<file path="src/rtl/rsi_pkg.sv">
// Shared types and constants for the ray/sphere intersection block.
// Used by the front end, the square-root and divider cells and the top level.
// No dependencies.
package rsi_pkg;

  // Control that travels with each item down the pipeline.
  typedef struct packed {
    logic valid;
    logic miss;
  } ctl_t;

  // Configuration port geometry.
  localparam int CFG_ADDR_W = 3;
  localparam int CFG_DATA_W = 32;

  // Register index field of the byte address, and register codes.
  localparam int REG_IDX_W = CFG_ADDR_W - 2;
  localparam logic [REG_IDX_W-1:0] REG_MIN_DIST = '0;

  // Default minimum hit distance is one thousandth, kept as a divisor.
  localparam int MIN_DIST_DIV = 1000;

endpackage

</file>
<file path="src/rtl/rsi_sqrt_cell.sv">
// One cell of the square-root chain: resolves one root bit per cell.
// Takes two radicand bits, does one trial subtract and hands on to the next cell.
// Depends on rsi_pkg.
module rsi_sqrt_cell #(
  parameter int XW     = 164,
  parameter int SW     = 82,
  parameter int SIDE_W = 130
) (
  input  logic                clk,
  input  logic                rst,
  input  logic                en,
  input  rsi_pkg::ctl_t       ctl_in,
  input  logic [XW-1:0]       x_in,
  input  logic [SW-1:0]       root_in,
  input  logic [SW+1:0]       rem_in,
  input  logic [SIDE_W-1:0]   side_in,
  output rsi_pkg::ctl_t       ctl_out,
  output logic [XW-1:0]       x_out,
  output logic [SW-1:0]       root_out,
  output logic [SW+1:0]       rem_out,
  output logic [SIDE_W-1:0]   side_out
);

  logic          valid_q;
  logic          miss_q;
  logic [SW+1:0] rem_sh;
  logic [SW+1:0] trial;
  logic          take;

  // Bring down the next two radicand bits and try the subtract.
  always_comb begin
    rem_sh = {rem_in[SW-1:0], x_in[XW-1:XW-2]};
    trial  = {root_in, 2'b01};
    take   = rem_sh >= trial;
  end

  always_ff @(posedge clk) begin
    if (rst) begin
      valid_q <= 1'b0;
    end else if (en) begin
      valid_q <= ctl_in.valid;
    end
  end

  always_ff @(posedge clk) begin
    if (en) begin
      miss_q   <= ctl_in.miss;
      x_out    <= x_in << 2;
      root_out <= {root_in[SW-2:0], take};
      rem_out  <= take ? rem_sh - trial : rem_sh;
      side_out <= side_in;
    end
  end

  assign ctl_out.valid = valid_q;
  assign ctl_out.miss  = miss_q;

endmodule

</file>
<file path="config.mk">
export PLATFORM = sky130hd
export DESIGN_NAME = rsi_sqrt_cell
export DESIGN_NICKNAME = d
export VERILOG_FILES = /design/src/rtl/rsi_pkg.sv /design/src/rtl/rsi_sqrt_cell.sv
export SDC_FILE = /design/constraint.sdc
export NUM_CORES = 1
export LEC_CHECK = 0
export BUFFER_PORTS_ARGS = -buffer_cell sky130_fd_sc_hd__clkbuf_2
export CAP_MARGIN = 25
export CORE_AREA = 8 8 356 358
export CTS_BUF_LIST = sky130_fd_sc_hd__clkbuf_4
export DETAILED_ROUTE_END_ITERATION = 8
export DIE_AREA = 0 0 364 366
export PLACE_DENSITY = 0.37
export SLEW_MARGIN = 20
export SYNTH_ARGS = -nofsm -noshare
export SYNTH_HDL_FRONTEND = slang
export SYNTH_SLANG_ARGS = --single-unit
</file>
<file path="constraint.sdc">
create_clock -name clk -period 11 [get_ports clk]
set_input_delay 2.2 -clock clk [delete_from_list [all_inputs] [get_ports clk]]
set_output_delay 2.2 -clock clk [all_outputs]
set_load 0.02 [all_outputs]
</file>
## Word-level counts from Yosys, hierarchy flattened

Cells that the tools add are included.

- Output and inout port bits: 462
- Flip-flop bits (word level): 460
- Input port bits: 465
- Logic and storage cells: 9

- Muxes and demuxes: 1
- $lt $le $gt $ge: 1
- Add/sub/neg operators: 1

Operators by type and width:

| cell | number |
|---|---|
| $ge 84x84->1 | 1 |
| $mux 84 | 1 |
| $sub 84x84->84 | 1 |

## Longest topological paths before layout

Gate-level depths: netlist of the first run.

- Depth in word-level cells: 2
- Mapped depth: 16
- Mapped depth without buffers: 13

## Worst setup path after synthesis of the first run

No wires, ideal clock.

- Kind: in2reg
- Start point: input root_in[29]
- End point: register rem_out[80], data pin
- Data arrival time: 5,215 ps
- Buffers on the path: 3
- Setup time: 262 ps
- Data required time: 10,738 ps
- Slack: 5,523 ps
- Stages on the path: 16
- Cell sequence: inv_1 ha_1 buf_2 a21oi_2 o21a_1 nor2_1 o31a_1 or3b_1 o211ai_2 a31o_1 a21oi_1 a211o_1 a31oi_4 buf_8 buf_12 mux2_1

- Word-level cells in the longest chain between the ends: 2
- Elaborated cells on any way between the ends: 3
- Those cells by class: 1 x add/sub; 1 x order compare; 1 x mux

Ends and longest elaborated chain:

| item | line | source |
|---|---|---|
| start, declared | rsi_sqrt_cell.sv:14 | `input logic [SW-1:0] root_in,` |
| $sub 84x84->84 or $ge 84x84->1 (tied branches) | rsi_sqrt_cell.sv:50, rsi_sqrt_cell.sv:34 |  |
| $mux 84 (*) | rsi_sqrt_cell.sv:50 | `rem_out <= take ? rem_sh - trial : rem_sh;` |
| end signal, assigned | rsi_sqrt_cell.sv:50 |  |
| end, declared | rsi_sqrt_cell.sv:20 | `output logic [SW+1:0] rem_out,` |

Mark *: on every way between the ends. The rest lies on a longest branch, timed or not.
A chain may end at the register's enable or synchronous reset.

## Worst setup path in the final report of the first run

- Start point: input root_in[3]
- End point: register rem_out[21], data pin

The elaborated chain is that of the path after synthesis.

==> reports/results.tsv, run 1 <==
metric	value	unit
synth cell count leaders	459 x edfxtp_1, 109 x a21oi_1, 108 x inv_1, 90 x nand2_1, 84 x ha_1	
max frequency	166.6	MHz
# DRC	0	
Worst Setup End Kind	flop	
# IOs	927	
#FFs+latches synth	460	
GR Util met2	24.19	%
max_cap viols	0	
clock transition at the registers of the reported paths	0.06	ns
critical path type	in -> reg	
Setup TNS	0	ns
reg-to-reg endpoint	valid_q	
layout cell share with drive strength beyond 1	48.74	%
CP startpoint kind	input pin	
Setup Buffers After CTS	0	
# nets final	2978	
largest net degree at the start of global routing	147	
cts bufs inserted	139	
synth top area cells	edfxtp_1 68%, ha_1 5.2%, mux2_4 3.0%	
Clock Tree Buf Depth	3	
post-synth top area share	67.82	%
Yosys top cell by area	edfxtp_1	
number of H-tree levels	4	
outcome	finished clean	
worst-margin pin slew	1.035	ns
RSZ-0062 raised after global routing	no	
minimum clock period	6.002	ns
grt peak-use layer	met2	
Slew Viols, Final	0	
mapped cell area	20320	um^2
clock root buffer	clkbuf_4	
clk_lat worst skew	1.01	ns
reg-to-reg slack, setup	10.42	ns
R2R depth	2	
initial antenna violation count	42	
Clock Sinks	460	
Tot Pwr	4.863	mW
CTS tree	done	
library cells used by synthesis	64	
Hold Buf Count CTS	0	
top-count cell post-synth	edfxtp_1	
die extent in x	364	um
# resized after CTS	0	
first drt pass iteration count	5	
Critical Path AT	6.76	ns
Pwr Density	170.1	nW/um^2
PortBufs	922	
Die H	366	um
gp weighted congestion	0.8671	
FF-to-FF Start	valid_q	
Fin. Hold Viols	0	
global-route wire length before repair	130300	um
Hold WC Path Type	reg -> reg	
FFs w/ async S/R, synth	0	%
floorplan core area	120900	um^2
Post-synth EDFFs	459	
Tot GR Track Use	13.74	%
Initial Utilization	16.81	%
Worst Min Path Start	valid_q	
final period utilization	54.57	%
row count	128	
P_leak	12.49	nW
Synth Flop Type	edfxtp_1	
endpoints failing setup	0	
routed length per placed instance	22.97	um
required arrival time at the worst endpoint	11.76	ns
met3 Usage GRT	7.616	%
hold depth	2	
Post-Syn Area per Cell	14.48	um^2
Initial DRC Count	844	
Syn-to-layout area delta	40.72	%
Clock Skews	0	ns
Slew headroom	30.43	%
Hold EP	valid_q	
DR vias/cell	3.847	
Fillers	13080	
post-route antenna net violation count	0	
vias in the first global route	17100	
Die Area	133200	um^2
worst slack, placed	3.689	ns
dpl hpwl	79810	um
Post-Syn Instances	1403	
gr ovfl total	0	
via count	16060	
GR met1 Demand/Resource	13.66	%
Peak supply drop	83.79	uV
worst-path fanout max	48	
synth warn	0	
WL final	95890	um
register area share after synthesis	67.92	%
setup ws final	4.998	ns
-- cells in the final DEF (no fill, tap or decap), types with 18 or more instances in the layout --
| master | count |
|---|---|
| diode_2 | 18 |
| clkbuf_2 | 921 |
| xnor2_1 | 56 |
| clkinv_1 | 28 |
| ha_1 | 84 |
| xor2_1 | 26 |
| a21oi_1 | 109 |
| inv_1 | 108 |
| clkbuf_4 | 192 |
| edfxtp_1 | 459 |
| nor2_1 | 58 |
| o21ai_0 | 56 |
| mux2_4 | 40 |
| mux2_2 | 35 |
| a21o_1 | 29 |
| nand2_1 | 90 |
| nand4_1 | 34 |
-- worst max-delay path, cell delays in order --
cell and delay [ns]:
clkbuf_2 0.13, inv_1 0.06, ha_1 0.38, a21oi_1 0.25
nand2_1 0.12, o21a_1 0.22, o21ai_0 0.54, o21ai_1 0.34
o211ai_2 0.43, a31o_1 0.24, a21oi_1 0.08, a211o_1 0.37
a31oi_4 0.21, buf_4 0.65, mux2_2 0.42
-- routing by layer --
metal	vias up	wire length, um
met5	-	229
met4	38	2390
met3	189	11170
met2	731	48190
met1	7658	33910
li1	7447	-
-- flip-flops by register name, summed over array words and instances, names as in the netlist --
register / cells
side_out: 130
rem_out: 84
x_out: 162
miss_q: 1
root_out: 82
valid_q: 1
-- area by class of cell --
type	instances	area, um^2	area share (%)
Antenna cell	18	45.04	0.1575
Clock buffer	192	1441	5.040
Clock inverter	52	310.3	1.085
Inverter	108	405.4	1.418
Multi-Input combinational cell	786	5806	20.30
Sequential cell	460	13800	48.27
Tap cell	1625	2033	7.110
Timing Repair Buffer	934	4752	16.62
-- logic make-up after synthesis --
| logic type | after synthesis | synth area share [%] |
|---|---|---|
| DFF | 460 | 67.92 |
| AOI/OAI and AO/OA | 290 | 8.878 |
| and+or+nand+nor | 244 | 5.590 |
| buffers and inverters | 158 | 3.528 |
| adders and majority gates | 84 | 5.172 |
| muxes | 84 | 5.357 |
| xor gates and xnor gates | 82 | 3.534 |
| other | 1 | 0.01845 |
-- power breakdown --
group	leakage [nW]	total, mW	internal (mW)	switching (mW)
registers	4.50	2.17	2.12	0.0478
logic	6.96	1.01	0.357	0.656
clock network	1.03	1.68	0.846	0.837
total	12.5	4.86	3.32	1.54
-- how the worst max path moves through the flow --
stage / depth (start not counted) / slack, ns / endpoint / startpoint
2_1_floorplan: 16 / 5.52 / rem_out[80] / root_in[29]
3_3_place_gp: 15 / 3.75 / rem_out[12] / root_in[3]
3_5_place_dp: 15 / 3.69 / rem_out[21] / root_in[3]
4_1_cts: 15 / 4.89 / rem_out[21] / root_in[3]
5_1_grt: 15 / 4.83 / rem_out[21] / root_in[3]
6_report: 15 / 5.00 / rem_out[21] / root_in[3]
-- stage by stage --
step,hold slack [ns],instance area (um^2),std cells,utilization (%)
after CTS,0.5042,28550,4157,23.61
after floorplan,0.4617,20330,1404,-
after global placement,0.4904,26800,3913,22.16
after global routing,0.5655,28580,4168,23.64
final,0.5096,28600,4175,23.65
after detailed placement,0.4884,26800,3913,22.16
(Power assumes the default switching activity.)
==> run 2, diff against run 1 <==
- clock period: 11 -> 6.2 ns (I/O delays scaled with it)
==> reports/results.tsv, run 2 (synthesis results as in run 1) <==
metric	value	unit
reg-to-reg slack, setup	5.62	ns
routed length per placed instance	23.14	um
Clock Skews	0	ns
Initial DRC Count	868	
vias in the first global route	17390	
global-route wire length before repair	132000	um
footprint of the multi-input gates	5806	um^2
Clock Sinks	460	
Post-Place Cells	3925	
initial antenna violation count	38	
endpoints failing setup	0	
clk_lat worst skew	1.02	ns
row count	128	
Die H	366	um
# nets final	2995	
clock root buffer	clkbuf_4	
worst-path cell chain	clkbuf_2 -> inv_1 -> ha_1 -> nand2_1 -> o31a_1 -> a211o_1 -> o31ai_2 -> a31oi_1 -> o21ai_1 -> buf_4 -> a31oi_1 -> o21ai_0 -> a31oi_1 -> xnor2_1 -> mux2_2	
cts bufs inserted	144	
RSZ-0062 raised after global routing	no	
largest net degree at the start of global routing	128	
gp weighted congestion	0.8596	
Setup Buffers After CTS	0	
R2R depth	2	
# IOs	927	
CP most frequent cell	a31oi_1	
critical path's largest stage delay	0.52	ns
worst slack, placed	0.5881	ns
outcome	finished clean	
die extent in x	364	um
Core Util, Final	23.86	%
first drt pass iteration count	8	
CP startpoint kind	input pin	
Tot GR Track Use	13.94	%
Pwr Density	306.3	nW/um^2
Largest delay share family, worst path	compound AO/OA/AOI/OAI gates	
biggest regs	x_out: 162 flops, side_out: 130 flops, rem_out: 84 flops	
max frequency	220.8	MHz
Peak supply drop	141.9	uV
number of H-tree levels	4	
# resized after CTS	0	
Slew headroom	36.00	%
Setup TNS	0	ns
critical path type	in -> reg	
worst-path fanout max	4	
clock transition at the registers of the reported paths	0.07	ns
Initial Utilization	16.81	%
floorplan core area	120900	um^2
FF-to-FF Start	valid_q	
gr ovfl total	0	
CTS tree	done	
# DRC	0	
layout cell share with drive strength beyond 1	49.16	%
hold depth	1	
Hold Buf Count CTS	0	
Critical Path AT	5.32	ns
required arrival time at the worst endpoint	6.99	ns
P_leak	12.63	nW
worst path bufs/invs	3	
minimum clock period	4.529	ns
dpl hpwl	81250	um
Clock Tree Buf Depth	3	
reg-to-reg endpoint	valid_q	
Fin. Hold Viols	0	
via count	16280	
worst-margin pin slew	0.9600	ns
most frequent cells in the layout	921 x clkbuf_2, 459 x edfxtp_1, 203 x clkbuf_4, 109 x a21oi_1, 108 x inv_1	
Non-Filler Instances	4206	
most common cell after layout, fill and taps aside	clkbuf_2	
register area	13800	um^2
Worst Min Path Start	x_in[109]	
setup ws final	1.671	ns
max reg flops	162	
Fillers	13060	
max_cap viols	0	
Die Area	133200	um^2
Hold WC Path Type	in -> reg	
Slew Viols, Final	0	
PortBufs	922	
final period utilization	73.04	%
post-route antenna net violation count	0	
DR vias/cell	3.869	
Largest Register	x_out	
Syn-to-layout area delta	41.95	%
Crit-path slowest cell	o31ai_2	
Worst Setup End Kind	flop	
Hold EP	x_out[111]	
WL final	97320	um
## run 2: cell count changes in the layout (fill, tap and decap cells not counted), sizes merged
cell	before	now
clkinv	43	44
clkbuf	1113	1124
buf	13	25
bufinv	1	3
clkinvlp	2	1
diode	18	24
## run 2: worst max path at each step
stage	start	end	slack [ns]	cells after the start
global route	root_in[45]	rem_out[17]	1.69	14
detailed placement	root_in[45]	rem_out[29]	0.59	14
global placement	root_in[2]	rem_out[83]	0.57	15
finish	root_in[1]	rem_out[83]	1.67	15
floorplan	root_in[29]	rem_out[80]	1.68	16
CTS	root_in[45]	rem_out[29]	1.82	14
## run 2: per-layer routing
metal	vias to the layer above	track usage (%)	part of all wire [%]	wire length, um
li1	7484	-	-	-
met1	7815	13.97	36	34560
met2	761	24.09	50	48320
met3	189	7.850	12	11400
met4	26	5.056	3.0	2884
met5	-	0	0.15	148
## run 2: through the flow
| stage | instance area [um^2] | hold slack [ns] | power, mW |
|---|---|---|---|
| final | 28850 | 0.3373 | 8.836 |
| after global routing | 28830 | 0.1182 | 9.344 |
| after CTS | 28790 | 0.1216 | 9.083 |
| after detailed placement | 26900 | 0.4891 | 5.775 |
| after global placement | 26900 | 0.4782 | 5.772 |
| after floorplan | 20330 | 0.4617 | 4.909 |
## run 2: final cells by class
type	instances	area share, %
inverters	108	1.405
multi-input cells	786	20.12
clock inverters	54	1.253
clock buffers	203	5.283
flip-flops and latches	460	47.85
well taps	1625	7.048
diodes	24	0.2082
repair buffers	946	16.83
## run 2: report_power, final
| part | internal [mW] | total, mW | leakage (nW) | switching, mW |
|---|---|---|---|---|
| clock network | 1.66 | 3.17 | 1.11 | 1.52 |
| logic | 0.644 | 1.82 | 7.02 | 1.17 |
| registers | 3.76 | 3.85 | 4.50 | 0.0844 |
